===== config.mk =====
export PLATFORM = sky130hd
export DESIGN_NAME = max_extract_list_store_core_flat
export DESIGN_NICKNAME = d
export VERILOG_FILES = /design/src/design/mels_pkg.sv /design/src/design/mels_if.sv /design/src/design/mels_ctrl.sv /design/src/design/mels_dp.sv /design/src/design/max_extract_list_store_core.sv /design/src/flat_wrapper.sv
export SDC_FILE = /design/constraint.sdc
export NUM_CORES = 1
export LEC_CHECK = 0
export ABC_AREA = 1
export BUFFER_PORTS_ARGS = -buffer_cell sky130_fd_sc_hd__buf_2
export CAP_MARGIN = 25
export CELL_PAD_IN_SITES_DETAIL_PLACEMENT = 1
export CELL_PAD_IN_SITES_GLOBAL_PLACEMENT = 1
export CORE_UTILIZATION = 55
export DETAILED_ROUTE_END_ITERATION = 8
export HOLD_SLACK_MARGIN = 0.12
export PLACE_DENSITY_LB_ADDON = 0.1
export RECOVER_POWER = 100
export SYNTH_ARGS = -nofsm -noshare
export SYNTH_HDL_FRONTEND = slang
export SYNTH_SLANG_ARGS = --single-unit

===== constraint.sdc =====
create_clock -name i_clk -period 9.2 [get_ports i_clk]
set_input_delay 0.46 -clock i_clk [delete_from_list [all_inputs] [get_ports i_clk]]
set_output_delay 0.46 -clock i_clk [all_outputs]
set_load 0.02 [all_outputs]

===== src/design/mels_pkg.sv =====
`timescale 1ns / 1ps
// ----------------------------------------------------------------------------
// mels_pkg
// shared constants, codes and controller/datapath types of the max store
// ----------------------------------------------------------------------------
package mels_pkg;

    localparam int MAX_ENTRIES = 64;
    localparam int IDX_W       = (MAX_ENTRIES > 1) ? $clog2(MAX_ENTRIES) : 1;
    localparam int CNT_W       = $clog2(MAX_ENTRIES + 1);

    localparam int OP_W     = 2;
    localparam int VALUE_W  = 16;
    localparam int STATUS_W = 2;
    localparam int COUNT_W  = 7;

    localparam logic [OP_W-1:0] OP_INSERT  = 2'd0;
    localparam logic [OP_W-1:0] OP_EXTRACT = 2'd1;
    localparam logic [OP_W-1:0] OP_ERASE   = 2'd2;

    localparam logic [STATUS_W-1:0] STAT_OK        = 2'd0;
    localparam logic [STATUS_W-1:0] STAT_NOT_FOUND = 2'd1;
    localparam logic [STATUS_W-1:0] STAT_FULL      = 2'd2;
    localparam logic [STATUS_W-1:0] STAT_EMPTY     = 2'd3;

    typedef enum logic [2:0] {
        ST_IDLE,
        ST_DECODE,
        ST_SCAN,
        ST_MOVE_RD,
        ST_MOVE_WR,
        ST_DONE
    } t_state;

    typedef enum logic [1:0] {
        RES_ZERO,
        RES_INPUT,
        RES_BEST
    } t_res_src;

    typedef struct packed {
        logic                capture;
        logic                ins_write;
        logic                rd_issue;
        logic                move_rd;
        logic                move_wr;
        logic                set_res;
        logic [STATUS_W-1:0] res_status;
        t_res_src            res_src;
        logic                out_load;
    } t_dp_cmd;

    typedef struct packed {
        logic [OP_W-1:0] op;
        logic            full;
        logic            empty;
        logic            scan_issued;
        logic            chk_pending;
        logic            found;
        logic            out_free;
    } t_dp_sts;

endpackage


===== src/design/mels_if.sv =====
`timescale 1ns / 1ps
// ----------------------------------------------------------------------------
// mels_if
// request and response channels of the max store
// ----------------------------------------------------------------------------
interface mels_req_if;
    logic                                valid;
    logic                                ready;
    logic [mels_pkg::OP_W-1:0]           op;
    logic signed [mels_pkg::VALUE_W-1:0] value;

    modport source (output valid, output op, output value, input ready);
    modport sink   (input valid, input op, input value, output ready);
endinterface

interface mels_rsp_if;
    logic                                valid;
    logic                                ready;
    logic [mels_pkg::STATUS_W-1:0]       status;
    logic signed [mels_pkg::VALUE_W-1:0] result_value;
    logic [mels_pkg::COUNT_W-1:0]        entry_count;

    modport source (output valid, output status, output result_value,
                    output entry_count, input ready);
    modport sink   (input valid, input status, input result_value,
                    input entry_count, output ready);
endinterface


===== src/design/mels_ctrl.sv =====
`timescale 1ns / 1ps
// ----------------------------------------------------------------------------
// mels_ctrl
// sequencer: decode, scan, compaction move and result hand-off
// ----------------------------------------------------------------------------
module mels_ctrl (
    input  logic              i_clk,
    input  logic              i_rst_n,
    input  logic              i_req_valid,
    input  mels_pkg::t_dp_sts i_sts,
    output logic              o_req_ready,
    output mels_pkg::t_dp_cmd o_cmd
);

    mels_pkg::t_state r_state;
    mels_pkg::t_state n_state;

    always_ff @(posedge i_clk) begin
        if (!i_rst_n) begin
            r_state <= mels_pkg::ST_IDLE;
        end else begin
            r_state <= n_state;
        end
    end

    always_comb begin
        n_state     = r_state;
        o_cmd       = '0;
        o_req_ready = 1'b0;
        case (r_state)
            mels_pkg::ST_IDLE: begin
                o_req_ready = 1'b1;
                if (i_req_valid) begin
                    o_cmd.capture = 1'b1;
                    n_state       = mels_pkg::ST_DECODE;
                end
            end
            mels_pkg::ST_DECODE: begin
                o_cmd.set_res = 1'b1;
                n_state       = mels_pkg::ST_DONE;
                case (i_sts.op)
                    mels_pkg::OP_INSERT: begin
                        if (i_sts.full) begin
                            o_cmd.res_status = mels_pkg::STAT_FULL;
                            o_cmd.res_src    = mels_pkg::RES_ZERO;
                        end else begin
                            o_cmd.ins_write  = 1'b1;
                            o_cmd.res_status = mels_pkg::STAT_OK;
                            o_cmd.res_src    = mels_pkg::RES_INPUT;
                        end
                    end
                    mels_pkg::OP_EXTRACT: begin
                        if (i_sts.empty) begin
                            o_cmd.res_status = mels_pkg::STAT_EMPTY;
                            o_cmd.res_src    = mels_pkg::RES_ZERO;
                        end else begin
                            o_cmd.set_res = 1'b0;
                            n_state       = mels_pkg::ST_SCAN;
                        end
                    end
                    mels_pkg::OP_ERASE: begin
                        o_cmd.set_res = 1'b0;
                        n_state       = mels_pkg::ST_SCAN;
                    end
                    default: begin
                        o_cmd.res_status = mels_pkg::STAT_OK;
                        o_cmd.res_src    = mels_pkg::RES_ZERO;
                    end
                endcase
            end
            mels_pkg::ST_SCAN: begin
                if (!i_sts.scan_issued) begin
                    o_cmd.rd_issue = 1'b1;
                end else if (!i_sts.chk_pending) begin
                    if (i_sts.found) begin
                        n_state = mels_pkg::ST_MOVE_RD;
                    end else begin
                        o_cmd.set_res    = 1'b1;
                        o_cmd.res_status = mels_pkg::STAT_NOT_FOUND;
                        o_cmd.res_src    = mels_pkg::RES_ZERO;
                        n_state          = mels_pkg::ST_DONE;
                    end
                end
            end
            mels_pkg::ST_MOVE_RD: begin
                o_cmd.move_rd = 1'b1;
                n_state       = mels_pkg::ST_MOVE_WR;
            end
            mels_pkg::ST_MOVE_WR: begin
                o_cmd.move_wr    = 1'b1;
                o_cmd.set_res    = 1'b1;
                o_cmd.res_status = mels_pkg::STAT_OK;
                o_cmd.res_src    = mels_pkg::RES_BEST;
                n_state          = mels_pkg::ST_DONE;
            end
            mels_pkg::ST_DONE: begin
                if (i_sts.out_free) begin
                    o_cmd.out_load = 1'b1;
                    n_state        = mels_pkg::ST_IDLE;
                end
            end
            default: begin
                n_state = mels_pkg::ST_IDLE;
            end
        endcase
    end

endmodule


===== src/design/mels_dp.sv =====
`timescale 1ns / 1ps
// ----------------------------------------------------------------------------
// mels_dp
// packed value memory, scan compare, entry count and output register
// ----------------------------------------------------------------------------
module mels_dp (
    input  logic                                i_clk,
    input  logic                                i_rst_n,
    input  mels_pkg::t_dp_cmd                   i_cmd,
    input  logic [mels_pkg::OP_W-1:0]           i_op,
    input  logic signed [mels_pkg::VALUE_W-1:0] i_value,
    input  logic                                i_out_ready,
    output mels_pkg::t_dp_sts                   o_sts,
    output logic                                o_out_valid,
    output logic [mels_pkg::STATUS_W-1:0]       o_status,
    output logic signed [mels_pkg::VALUE_W-1:0] o_result_value,
    output logic [mels_pkg::COUNT_W-1:0]        o_entry_count
);

    // values stay packed in slots 0 .. count-1
    logic signed [mels_pkg::VALUE_W-1:0] r_mem [mels_pkg::MAX_ENTRIES];
    logic signed [mels_pkg::VALUE_W-1:0] r_rd_data;

    logic [mels_pkg::OP_W-1:0]           r_op;
    logic signed [mels_pkg::VALUE_W-1:0] r_value;
    logic [mels_pkg::CNT_W-1:0]          r_count;
    logic [mels_pkg::CNT_W-1:0]          r_rd_idx;
    logic                                r_chk_vld;
    logic [mels_pkg::IDX_W-1:0]          r_chk_idx;
    logic                                r_found;
    logic signed [mels_pkg::VALUE_W-1:0] r_best;
    logic [mels_pkg::IDX_W-1:0]          r_best_idx;
    logic [mels_pkg::STATUS_W-1:0]       r_res_status;
    logic signed [mels_pkg::VALUE_W-1:0] r_res_value;
    logic                                r_out_valid;
    logic [mels_pkg::STATUS_W-1:0]       r_out_status;
    logic signed [mels_pkg::VALUE_W-1:0] r_out_value;
    logic [mels_pkg::COUNT_W-1:0]        r_out_count;

    logic [mels_pkg::CNT_W-1:0] w_last;
    logic [mels_pkg::IDX_W-1:0] w_rd_addr;
    logic                       w_rd_en;
    logic [mels_pkg::IDX_W-1:0] w_wr_addr;
    logic signed [mels_pkg::VALUE_W-1:0] w_wr_data;
    logic                       w_wr_en;
    logic                       w_hit;
    logic                       w_full;

    assign w_last    = r_count - mels_pkg::CNT_W'(1);
    assign w_rd_en   = i_cmd.rd_issue | i_cmd.move_rd;
    assign w_rd_addr = i_cmd.move_rd ? w_last[mels_pkg::IDX_W-1:0]
                                     : r_rd_idx[mels_pkg::IDX_W-1:0];
    assign w_wr_en   = i_cmd.ins_write | i_cmd.move_wr;
    assign w_wr_addr = i_cmd.move_wr ? r_best_idx : r_count[mels_pkg::IDX_W-1:0];
    assign w_wr_data = i_cmd.move_wr ? r_rd_data : r_value;
    assign w_full    = (r_count == mels_pkg::CNT_W'(mels_pkg::MAX_ENTRIES));

    always_ff @(posedge i_clk) begin
        if (w_wr_en) begin
            r_mem[w_wr_addr] <= w_wr_data;
        end
        if (w_rd_en) begin
            r_rd_data <= r_mem[w_rd_addr];
        end
    end

    // extract keeps the first greatest, erase the first equal
    always_comb begin
        if (r_op == mels_pkg::OP_EXTRACT) begin
            w_hit = !r_found || (r_best < r_rd_data);
        end else begin
            w_hit = !r_found && (r_rd_data == r_value);
        end
    end

    always_ff @(posedge i_clk) begin
        if (!i_rst_n) begin
            r_count     <= '0;
            r_rd_idx    <= '0;
            r_chk_vld   <= 1'b0;
            r_found     <= 1'b0;
            r_out_valid <= 1'b0;
        end else begin
            if (i_cmd.capture) begin
                r_rd_idx  <= '0;
                r_chk_vld <= 1'b0;
                r_found   <= 1'b0;
            end else begin
                r_chk_vld <= i_cmd.rd_issue;
                if (i_cmd.rd_issue) begin
                    r_rd_idx <= r_rd_idx + mels_pkg::CNT_W'(1);
                end
                if (r_chk_vld && w_hit) begin
                    r_found <= 1'b1;
                end
            end
            if (i_cmd.ins_write) begin
                r_count <= r_count + mels_pkg::CNT_W'(1);
            end else if (i_cmd.move_wr) begin
                r_count <= w_last;
            end
            if (i_cmd.out_load) begin
                r_out_valid <= 1'b1;
            end else if (i_out_ready) begin
                r_out_valid <= 1'b0;
            end
        end
    end

    always_ff @(posedge i_clk) begin
        if (i_cmd.capture) begin
            r_op    <= i_op;
            r_value <= i_value;
        end
        if (i_cmd.rd_issue) begin
            r_chk_idx <= r_rd_idx[mels_pkg::IDX_W-1:0];
        end
        if (r_chk_vld && w_hit) begin
            r_best     <= r_rd_data;
            r_best_idx <= r_chk_idx;
        end
        if (i_cmd.set_res) begin
            r_res_status <= i_cmd.res_status;
            case (i_cmd.res_src)
                mels_pkg::RES_INPUT: r_res_value <= r_value;
                mels_pkg::RES_BEST:  r_res_value <= r_best;
                default:             r_res_value <= '0;
            endcase
        end
        if (i_cmd.out_load) begin
            r_out_status <= r_res_status;
            r_out_value  <= r_res_value;
            r_out_count  <= mels_pkg::COUNT_W'(r_count);
        end
    end

    assign o_sts.op          = r_op;
    assign o_sts.full        = w_full;
    assign o_sts.empty       = (r_count == '0);
    assign o_sts.scan_issued = (r_rd_idx == r_count);
    assign o_sts.chk_pending = r_chk_vld;
    assign o_sts.found       = r_found;
    assign o_sts.out_free    = !r_out_valid || i_out_ready;

    assign o_out_valid    = r_out_valid;
    assign o_status       = r_out_status;
    assign o_result_value = r_out_value;
    assign o_entry_count  = r_out_count;

`ifndef NO_ASSERTIONS
    a_count_bound: assert property (@(posedge i_clk) disable iff (!i_rst_n)
        r_count <= mels_pkg::CNT_W'(mels_pkg::MAX_ENTRIES))
        else $error("entry count above capacity");

    a_ins_not_full: assert property (@(posedge i_clk) disable iff (!i_rst_n)
        i_cmd.ins_write |-> !w_full)
        else $error("insert written into a full store");

    a_move_found: assert property (@(posedge i_clk) disable iff (!i_rst_n)
        i_cmd.move_wr |-> (r_found && (r_count != '0)))
        else $error("compaction move without a located entry");

    a_scan_range: assert property (@(posedge i_clk) disable iff (!i_rst_n)
        i_cmd.rd_issue |-> (r_rd_idx < r_count))
        else $error("scan read beyond stored entries");
`endif

endmodule


===== src/design/max_extract_list_store_core.sv =====
`timescale 1ns / 1ps
// ----------------------------------------------------------------------------
// max_extract_list_store_core
// bounded store of signed values with insert, extract-max and erase
// ----------------------------------------------------------------------------
// usage
//   i_req carries one operation per transfer (op, value); o_rsp returns one
//   result per operation (status, result_value, entry_count)
//   op insert: value goes into the next free slot, status full if no room
//   op extract: greatest stored value is removed and returned
//   op erase: one copy of value is removed, status not found if absent
// sequencing
//   one operation at a time; i_req.ready is high only while idle, from the
//   edge o_rsp.valid rises, so each transfer waits for the previous result
//   insert, extract on empty and the unused op skip the scan and the move
//   extract and erase: the linear scan reads one slot per cycle through the
//   single read port, then the last entry moves into the freed slot; an
//   erase that misses skips the move
// reset
//   synchronous active-low reset empties the store at once (count cleared)
// stall
//   a result waits in the output register while o_rsp.ready is low; the next
//   request is already taken and held in the done state until the register
//   frees up
// ----------------------------------------------------------------------------
module max_extract_list_store_core (
    input  logic       i_clk,
    input  logic       i_rst_n,
    mels_req_if.sink   i_req,
    mels_rsp_if.source o_rsp
);

    mels_pkg::t_dp_cmd w_cmd;
    mels_pkg::t_dp_sts w_sts;
    logic              w_req_ready;

    // sequencer owns the flow, datapath owns every stored value
    mels_ctrl u_ctrl (
        .i_clk       (i_clk),
        .i_rst_n     (i_rst_n),
        .i_req_valid (i_req.valid),
        .i_sts       (w_sts),
        .o_req_ready (w_req_ready),
        .o_cmd       (w_cmd)
    );

    mels_dp u_dp (
        .i_clk          (i_clk),
        .i_rst_n        (i_rst_n),
        .i_cmd          (w_cmd),
        .i_op           (i_req.op),
        .i_value        (i_req.value),
        .i_out_ready    (o_rsp.ready),
        .o_sts          (w_sts),
        .o_out_valid    (o_rsp.valid),
        .o_status       (o_rsp.status),
        .o_result_value (o_rsp.result_value),
        .o_entry_count  (o_rsp.entry_count)
    );

    assign i_req.ready = w_req_ready;

endmodule


===== src/flat_wrapper.sv =====
// flat-port wrapper written by rule: the top's interface ports become plain ports
module max_extract_list_store_core_flat 
  (i_clk, i_rst_n, i_req_valid, i_req_op, i_req_value, i_req_ready, o_rsp_valid, o_rsp_status, o_rsp_result_value, o_rsp_entry_count, o_rsp_ready);
  mels_req_if i_req_i ();
  mels_rsp_if o_rsp_i ();
  input  logic i_clk;
  input  logic i_rst_n;
  input wire logic [$bits(i_req_i.valid)-1:0] i_req_valid;
  input wire logic [$bits(i_req_i.op)-1:0] i_req_op;
  input wire logic [$bits(i_req_i.value)-1:0] i_req_value;
  output wire logic [$bits(i_req_i.ready)-1:0] i_req_ready;
  output wire logic [$bits(o_rsp_i.valid)-1:0] o_rsp_valid;
  output wire logic [$bits(o_rsp_i.status)-1:0] o_rsp_status;
  output wire logic [$bits(o_rsp_i.result_value)-1:0] o_rsp_result_value;
  output wire logic [$bits(o_rsp_i.entry_count)-1:0] o_rsp_entry_count;
  input wire logic [$bits(o_rsp_i.ready)-1:0] o_rsp_ready;
  assign i_req_i.valid = i_req_valid;
  assign i_req_i.op = i_req_op;
  assign i_req_i.value = i_req_value;
  assign i_req_ready = i_req_i.ready;
  assign o_rsp_valid = o_rsp_i.valid;
  assign o_rsp_status = o_rsp_i.status;
  assign o_rsp_result_value = o_rsp_i.result_value;
  assign o_rsp_entry_count = o_rsp_i.entry_count;
  assign o_rsp_i.ready = o_rsp_ready;
  max_extract_list_store_core u_core (.i_clk(i_clk), .i_rst_n(i_rst_n), .i_req(i_req_i), .o_rsp(o_rsp_i));
endmodule

* Yosys cells after proc, flatten, opt, wreduce, memory -nomap -nowiden *
Memory sizes are Yosys's and may differ from the RTL's. A register that Yosys moved wholly into a read port is not among the register bits.
Index checks and enable logic that the tools add are counted.

word-level totals
  flip-flop bits (word level) = 109
  RAM bits = 1024
  logic and storage cells = 93
  memories kept = 1

operators by class
  add/sub/neg operators = 3
  order comparisons = 1
  equality and inequality tests = 16
  multiplexer cells = 40
  bitwise operators = 3
  reduce and logical (&&, ||, !) cells = 13

memories
  name               depth  bits a word  rd ports  clocked after memory_dff  wr ports  RTL line       text
  u_core.u_dp.r_mem  64     16           1         1                         1         mels_dp.sv:21  logic signed [mels_pkg::VALUE_W-1:0] r_mem [mels_pkg::MAX_ENTRIES];

operators by type and width
  operator             number
  $pmux 16 s2          1
  $mux 1               18
  $mux 3               6
  $pmux 3 s6           1
  $eq 16x16->1         1
  $lt 16x16->1         1
  $mux 16              1
  $mux 5               3
  $pmux 5 s3           1
  $add 7x1->7 const B  2
  $mux 7               2
  $mux 6               2
  $mux 4               2
  $ne 2x2->1 const B   4
  $pmux 4 s2           1
  $eq 7x7->1           1
  $eq 7x7->1 const B   1
  $logic_not 7->1      1
  $sub 7x1->7 const B  1
  $eq 3x2->1 const B   2
  $eq 3x3->1 const B   2
  $pmux 3 s2           1
  $eq 2x1->1 const B   2
  $eq 2x2->1 const B   2
  other kinds (12)     17

* Depth between registers and ports, before layout *
Gate-level depths: netlist of run 1.

  depth in word-level cells = 7
  gate-level depth with buffers = 15
  depth with buffers taken out = 12

* Cells and area by module *
Synthesis of run 1 repeated with hierarchy kept, for this count alone.

unflattened totals
  cells, all modules = 4928
  area total of the unflattened synthesis = 50885.1 µm²

modules (own cells, without submodules)
  module     times used  cells an instance  area an instance (µm²)
  mels_dp    1           4859               50490.9
  mels_ctrl  1           69                 394.1

* Worst setup path before layout of run 1 *
OpenSTA, ideal clock, no wires.

  path type = flip-flop to flip-flop
  start = reg u_core.u_ctrl.r_state[1]
  end = mem u_core.u_dp.r_mem[0][12] in the netlist's numbering (data pin)
  library setup time = 0.702 ns
  arrival time = 3.709 ns
  required time = 8.498 ns
  setup slack = 4.789 ns
  cell stages (with the launch flop) = 9
  path buffers = 3
  clock period less this slack = 4.411 ns
  cell sequence = dfxtp_1 -> buf_2 -> nor2_2 -> inv_2 -> nor2_4 -> inv_2 -> clkbuf_1 -> clkbuf_1 -> o21ai_0

on the way
  word-level cells in the longest chain between the ends = 3

RTL lines
  what                                      RTL line         text
  start, declared                           mels_ctrl.sv:15  mels_pkg::t_state r_state;
  start signal, assigned                    mels_ctrl.sv:20  r_state <= mels_pkg::ST_IDLE;
  start signal, assigned                    mels_ctrl.sv:22  r_state <= n_state;
  $eq 3x3->1                                mels_ctrl.sv:30  case (r_state)
  $mux 1                                    mels_ctrl.sv:30
  $mux 16                                   mels_dp.sv:55    assign w_wr_data = i_cmd.move_wr ? r_rd_data : r_value;
  named net u_core.u_dp.w_wr_data, one bit  mels_dp.sv:44    logic signed [mels_pkg::VALUE_W-1:0] w_wr_data;
  end, declared                             mels_dp.sv:21

The timed path passes the listed nets, and every way through them passes these cells.

* Worst setup path after layout of run 1 *
  start = reg u_core.u_ctrl.r_state[1]
  end = mem u_core.u_dp.r_mem[10][14] in the netlist's numbering (data pin)

Same word-level chain as after synthesis.

==> results of run 1 <==
-- power groups by stage --
stage / clock [mW] / sequential, mW / combinational [mW]
final: 4.67 / 6.11 / 0.862
after global routing: 4.86 / 6.12 / 0.907
after CTS: 4.70 / 6.07 / 0.865
after detailed placement: 0 / 6.18 / 0.848
after global placement: 0 / 6.18 / 0.812
after floorplan: 0 / 6.20 / 0.434
-- worst max path at each step --
stage,start,endpoint,slack [ns],depth (start not counted)
final,u_core.u_ctrl.r_state[1]$_SDFFE_PN0P_,u_core.u_dp.r_mem[10][14]$_DFFE_PP_,2.56,7
after global placement,u_core.u_ctrl.r_state[1]$_SDFFE_PN0P_,u_core.u_dp.r_rd_data[15]$_DFFE_PP_,4.84,12
after global routing,u_core.u_ctrl.r_state[1]$_SDFFE_PN0P_,u_core.u_dp.r_mem[10][14]$_DFFE_PP_,2.23,7
after CTS,u_core.u_ctrl.r_state[1]$_SDFFE_PN0P_,u_core.u_dp.r_rd_data[0]$_DFFE_PP_,4.68,11
after detailed placement,u_core.u_ctrl.r_state[1]$_SDFFE_PN0P_,u_core.u_dp.r_rd_data[15]$_DFFE_PP_,4.74,12
after floorplan,u_core.u_ctrl.r_state[1]$_SDFFE_PN0P_,u_core.u_dp.r_mem[0][12]$_DFFE_PP_,4.79,8
-- state kept, by name, summed over array words and instances, names as in the netlist, 7 cells and up --
| name | flops |
|---|---|
| u_core.u_dp.r_mem | 1024 |
| u_core.u_dp.o_result_value | 16 |
| u_core.u_dp.r_best | 16 |
| u_core.u_dp.r_rd_data | 16 |
| u_core.u_dp.r_res_value | 16 |
| u_core.u_dp.r_value | 16 |
| u_core.u_dp.o_entry_count | 7 |
| u_core.u_dp.r_count | 7 |
| u_core.u_dp.r_rd_idx | 7 |
-- synthesized netlist by cell type (3+ instances only) --
cell | count | area share [%]
buf_4 | 42 | 0.62
buf_1 | 11 | 0.082
nor3_1 | 6 | 0.059
o21ai_1 | 7 | 0.069
nand4_1 | 15 | 0.19
inv_1 | 974 | 7.2
nand2_1 | 1141 | 8.5
buf_2 | 130 | 1.3
xnor2_1 | 7 | 0.12
inv_2 | 4 | 0.030
xor2_1 | 9 | 0.16
a211oi_1 | 3 | 0.045
edfxtp_1 | 1129 | 67
nor2_1 | 94 | 0.70
o22ai_1 | 9 | 0.11
dfxtp_1 | 20 | 0.79
clkbuf_1 | 63 | 0.47
ha_1 | 23 | 0.57
a21oi_1 | 40 | 0.40
nand3_1 | 1009 | 10
o21ai_0 | 32 | 0.32
nand3b_1 | 64 | 0.95
-- timing repair --
| action | 4_1_cts | 5_1_grt |
|---|---|---|
| buffers inserted | 0 | 0 |
| hold buffers | 20 | 0 |
| endpoints found under the hold margin | 25 | 0 |
-- per-stage QoR --
stage / std cells / util, % / hold slack (ns) / setup WS (ns)
after floorplan: 4849 / - / 0.400 / 4.79
after global placement: 5942 / 57.7 / 0.401 / 4.84
after detailed placement: 5942 / 57.7 / 0.406 / 4.74
after CTS: 6176 / 61.9 / 0.304 / 4.68
after global routing: 6179 / 61.5 / 0.362 / 2.23
final: 6180 / 61.5 / 0.332 / 2.56
-- critical path, cell delays in order, from the launching register on --
cell and delay (ns):
dfxtp_1 0.41, nor2_1 0.21, inv_1 0.12, nor2_4 0.08, clkbuf_1 1.09, inv_1 0.94
o21ai_4 0.34, clkbuf_1 2.60
-- layout make-up --
| class | instances | area, um^2 |
|---|---|---|
| inverters | 978 | 3680 |
| clock buffers | 165 | 3200 |
| clock inverters | 49 | 458 |
| flip-flops and latches | 1149 | 34300 |
| diodes | 1 | 2.50 |
| fillers | 9664 | 34900 |
| multi-input cells | 2476 | 11500 |
| well taps | 1176 | 1470 |
| repair buffers | 186 | 1050 |
-- per-layer routing --
layer  vias up  track usage (%)  routed length (um)
met5         -                0                  13
met4         2             15.0                7160
met3       374             5.10               11300
met2      1586             57.9               78000
met1     18670             44.5               62900
li1      15994                -                   -
-- kinds of logic (layout without fill, tap and decap cells) --
kind of cell             count (synthesis)  count (layout)  synth area share, %
AND/OR/NAND/NOR                       2338            2338                 20.5
buffers and inverters                 1224            1378                 9.72
flip-flops                            1149            1149                 67.9
AO/OA/AOI/OAI                           99              99                 1.08
adder cells (fa/ha/maj)                 23              23                0.569
XOR/XNOR                                16              16                0.277
other                                    0               1                    0
-- cell usage in the layout, fill, tap and decap left out, drive strengths merged, types with 9 or more instances in the layout --
| master | count |
|---|---|
| nand2 | 1143 |
| o21ai | 41 |
| dlygate4sd3 | 20 |
| clkinv | 36 |
| edfxtp | 1129 |
| nand3b | 64 |
| nor2 | 96 |
| nand4 | 16 |
| dfxtp | 20 |
| nand3 | 1010 |
| clkbuf | 281 |
| ha | 23 |
| o22ai | 9 |
| xor2 | 9 |
| a21oi | 40 |
| inv | 982 |
| buf | 50 |
==> summary.txt, run 1 <==
status: finished, violations left
failing checks: max-capacitance violations, max-slew violations
min Tclk post-route: 6.64 ns
Global Route Usage Sum: 34.4%
Post-Layout Inst Area: 55700 um^2
H-tree depth: 3
area of the core: 90600 um^2
highest clock rate: 0.151 GHz
Clock Tree Root: clkbuf_16
synthesized instance count: 4849
post_cts resized: 0
Worst-path clk slew: 0.06 ns
P_leak: 22.9 nW
Hold EP: u_core.u_ctrl.r_state[1]$_SDFFE_PN0P_
maxcap violations: 20
P_sw: 2.82 mW
reg2reg path depth: 7
CTS tree: built
WL/cell: 25.8 um
Clock Power Share: 40.1%
Clock Path Buffers: 3
P_int: 8.82 mW
Post-Synthesis Cell Area: 50600 um^2
initial core utilization: 55.8%
RSZ-0062 raised after global routing: no
Setup Skew: 0.0315 ns
clk sinks: 1149
CP Data Required Time: 9.17 ns
Ys Warns: 0
via/cell ratio: 5.93
vias in the first global route: 38.9k
Syn Nets: 4894
Nets: 4955
total congestion overflow: 0
R2R Path End: u_core.u_dp.r_mem[10][14]$_DFFE_PP_
Final ANT Viol Nets: 0
initial antenna violation count: 3
Final setup violation count: 0
sequential fraction of the synthesis area: 67.9%
hold path depth: 6
Avg Cell Area, Syn: 10.4 um^2
Via Count: 36.6k
Worst-Skew Late Latency: 0.73 ns
maximum vdd drop: 153 uV
Final Hold Viols: 0
setup TNS: 0 ns
Crit Path Max Fanout: 65
Setup CP Type: reg -> reg
Sequential Power Share: 52.5%
period utilization: 72.2%
Die Span X: 305 um
asr flop ratio synth: 0%
Final Max Slew Viols: 963
beginning of the worst hold path: i_req_valid
Sw Ratio: 24.2%
drt pass-1 iters: 6
type of origin of the critical path: register
# rows: 110
Netlist cell types: 37
Post-Route WL: 159 mm
Hold WC Path Type: in -> reg
clock buffer count from CTS: 119
CP Capture Type: register
crit path DAT: 6.61 ns
largest net degree at the start of global routing: 190
1st-iter DRT viols: 3866
Die ar.: 93100 um^2
I/O pin cnt: 49
layout cells sized above 1: 4.48%
DIE HEIGHT: 305 um
synthesis-to-finish area growth: 10.1%
Worst-Margin Slew: 3.89 ns
DRC: 0
Post-synth EDFFs: 1129
GP Congestion: 0.836
power per standard cell area: 209 nW/um^2
FF-to-FF setup slack: 2.56 ns
r2r startpoint: u_core.u_ctrl.r_state[1]$_SDFFE_PN0P_
HPWL after DPL: 90.1 mm
global-route wire length before repair: 239 mm
ys flop type: edfxtp_1
PortBufs: 48
Pwr Total: 11.6 mW
dpl cell area: 52200 um^2
worst relative slew slack: -159%
#FFs+latches synth: 1149
share of total power in combinational logic: 7.4%
Power figures use the tool's default switching activity.
==> inputs of run 2 (changes only) <==
Settings changed: CORE_UTILIZATION 55 to 51.
Clock period 9.2 ns to 6.88 ns, I/O delays scaled along.
==> summary.txt, run 2 (synthesized netlist as in run 1, its figures left out) <==
status: finished, violations left (unchanged)
failing checks: max-capacitance violations, max-slew violations (unchanged)
Via Count: 35.9k (was 36.6k)
Clock Tree Root: clkbuf_16 (unchanged)
via/cell ratio: 5.68 (was 5.93)
GP Congestion: 0.846 (was 0.836)
WL/cell: 25.0 um (was 25.8 um)
Setup CP Type: reg -> reg (unchanged)
post_cts resized: 0 (unchanged)
initial antenna violation count: 5 (was 3)
P_leak: 23.1 nW (was 22.9 nW)
clock buffer count from CTS: 130 (was 119)
most frequent cells in the layout: nand2_1, edfxtp_1, nand3_1 (unchanged)
worst relative slew slack: -169% (was -159%)
clk sinks: 1149 (unchanged)
synthesis-to-finish area growth: 11.3% (was 10.1%)
layout cells sized above 1: 5.08% (was 4.48%)
maximum vdd drop: 207 uV (was 153 uV)
Setup Skew: 0.0316 ns (was 0.0315 ns)
Worst-Skew Late Latency: 0.74 ns (was 0.73 ns)
max reg flops: 1024 (unchanged)
drt pass-1 iters: 5 (was 6)
Worst-Margin Slew: 4.04 ns (was 3.89 ns)
setup TNS: 0 ns (unchanged)
Die ar.: 100000 um^2 (was 93100 um^2)
Final ANT Viol Nets: 0 (unchanged)
crit path DAT: 6.06 ns (was 6.61 ns)
CP Capture Type: register (unchanged)
Hold WC Path Type: in -> reg (unchanged)
H-tree depth: 4 (was 3)
global-route wire length before repair: 232 mm (was 239 mm)
Post-CTS Setup Inserts: 0 (unchanged)
Top reg by flops: u_core.u_dp.r_mem (unchanged)
Nets: 4974 (was 4955)
CTS tree: built (unchanged)
Post-Layout Inst Area: 56300 um^2 (was 55700 um^2)
PortBufs: 48 (unchanged)
# rows: 115 (was 110)
HPWL after DPL: 90.7 mm (was 90.1 mm)
Final setup violation count: 0 (unchanged)
commonest non-fill, non-tap cell in the layout: nand2_1 (unchanged)
period utilization: 81.2% (was 72.2%)
area of the core: 98300 um^2 (was 90600 um^2)
Final Max Slew Viols: 825 (was 963)
Final Hold Viols: 0 (unchanged)
# fillers: 10.5k (was 9664)
RSZ-0062 raised after global routing: no (unchanged)
Crit Path Max Fanout: 106 (was 65)
DRC: 0 (unchanged)
largest net degree at the start of global routing: 130 (was 190)
Worst-path clk slew: 0.06 ns (about the same)
highest clock rate: 0.179 GHz (was 0.151 GHz)
Die Span X: 317 um (was 305 um)
# hold bufs at CTS: 22 (was 20)
Global Route Usage Sum: 31.6% (was 34.4%)
vias in the first global route: 37.2k (was 38.9k)
DIE HEIGHT: 317 um (was 305 um)
dpl cell area: 52500 um^2 (was 52200 um^2)
Post-Route WL: 158 mm (was 159 mm)
min Tclk post-route: 5.59 ns (was 6.64 ns)
maxcap violations: 18 (was 20)
Clock Path Buffers: 3 (unchanged)
power per standard cell area: 283 nW/um^2 (was 209 nW/um^2)
total congestion overflow: 0 (unchanged)
CP Data Required Time: 7.35 ns (was 9.17 ns)
type of origin of the critical path: register (unchanged)
I/O pin cnt: 49 (unchanged)
1st-iter DRT viols: 3463 (was 3866)
initial core utilization: 51.4% (was 55.8%)
-- run 2: cell types whose count changed in the layout (fill, tap and decap cells not counted), moves of 3 or more --
cell / delta
buf_12: +5
clkbuf_1: -19
diode_2: +3
buf_4: +3
clkinv_1: +6
clkbuf_16: +19
clkinv_8: -3
clkbuf_8: -3
clkinv_2: +10
-- run 2: worst paths after layout --
kind                                    startpoint                                   to  slack (ns)  cells after the start
min reg2reg  u_core.u_dp.r_res_status[1]$_DFFE_PP_    u_core.u_dp.o_status[1]$_DFFE_PP_        0.42                      0
min                                 i_req_value[1]     u_core.u_dp.r_value[1]$_DFFE_PP_        0.33                      2
max          u_core.u_ctrl.r_state[2]$_SDFFE_PN0P_  u_core.u_dp.r_rd_data[15]$_DFFE_PP_        1.29                     12
max reg2reg  u_core.u_ctrl.r_state[2]$_SDFFE_PN0P_  u_core.u_dp.r_rd_data[15]$_DFFE_PP_        1.29                     12
-- run 2: per-stage QoR --
step                util [%]  setup slack [ns]  total power, mW  hold WS, ns  cells
finish                  57.2              1.29             15.9        0.330   6315
floorplan                  -              2.47             8.88        0.400   4849
global route            57.2              1.12             16.3        0.317   6311
global placement        53.4              2.37             9.38        0.401   6054
CTS                     57.8              2.26             16.0        0.281   6309
detailed placement      53.5              2.32             9.43        0.406   6060
-- run 2: where the power goes --
part | total, mW | leakage, nW | switching [mW] | internal, mW
Combinational | 1.16 | 10.8 | 0.973 | 0.190
Sequential | 8.16 | 10.3 | 0.0541 | 8.11
Clock | 6.59 | 1.96 | 2.75 | 3.84
Total | 15.9 | 23.1 | 3.78 | 12.1
-- run 2: layout make-up --
cell class                 count  area (um^2)  share of cell area, %
inverter                     978         3670                   6.53
antenna                        4         10.0                 0.0178
tap                         1287         1610                   2.86
sequential                  1149        34300                   61.0
multi-input combinational   2476        11500                   20.4
clock inverter                59          407                  0.723
clock buffer                 168         3590                   6.38
timing repair buffer         194         1170                   2.08
-- run 2: per-layer routing --
layer  GRT usage (%)  routed length [um]  up-vias
met5               0                  11        -
met4            11.3                4910        2
met3            4.98               10600      271
met2            53.2               77800     1293
met1            41.4               64700    18263
li1                -                   -    16040
-- run 2: worst max-delay path: stages (launching register included) --
cell      delay (ns)
dfxtp_1         0.36
inv_2           0.11
nand3_1         0.65
nand2_4         0.64
nand2_8         0.80
clkbuf_2        1.24
nand2_1         0.18
nand3_1         0.18
nand3_1         0.17
nand3_1         0.15
nand3_1         0.21
nand3_1         0.27
nand2_1         0.08
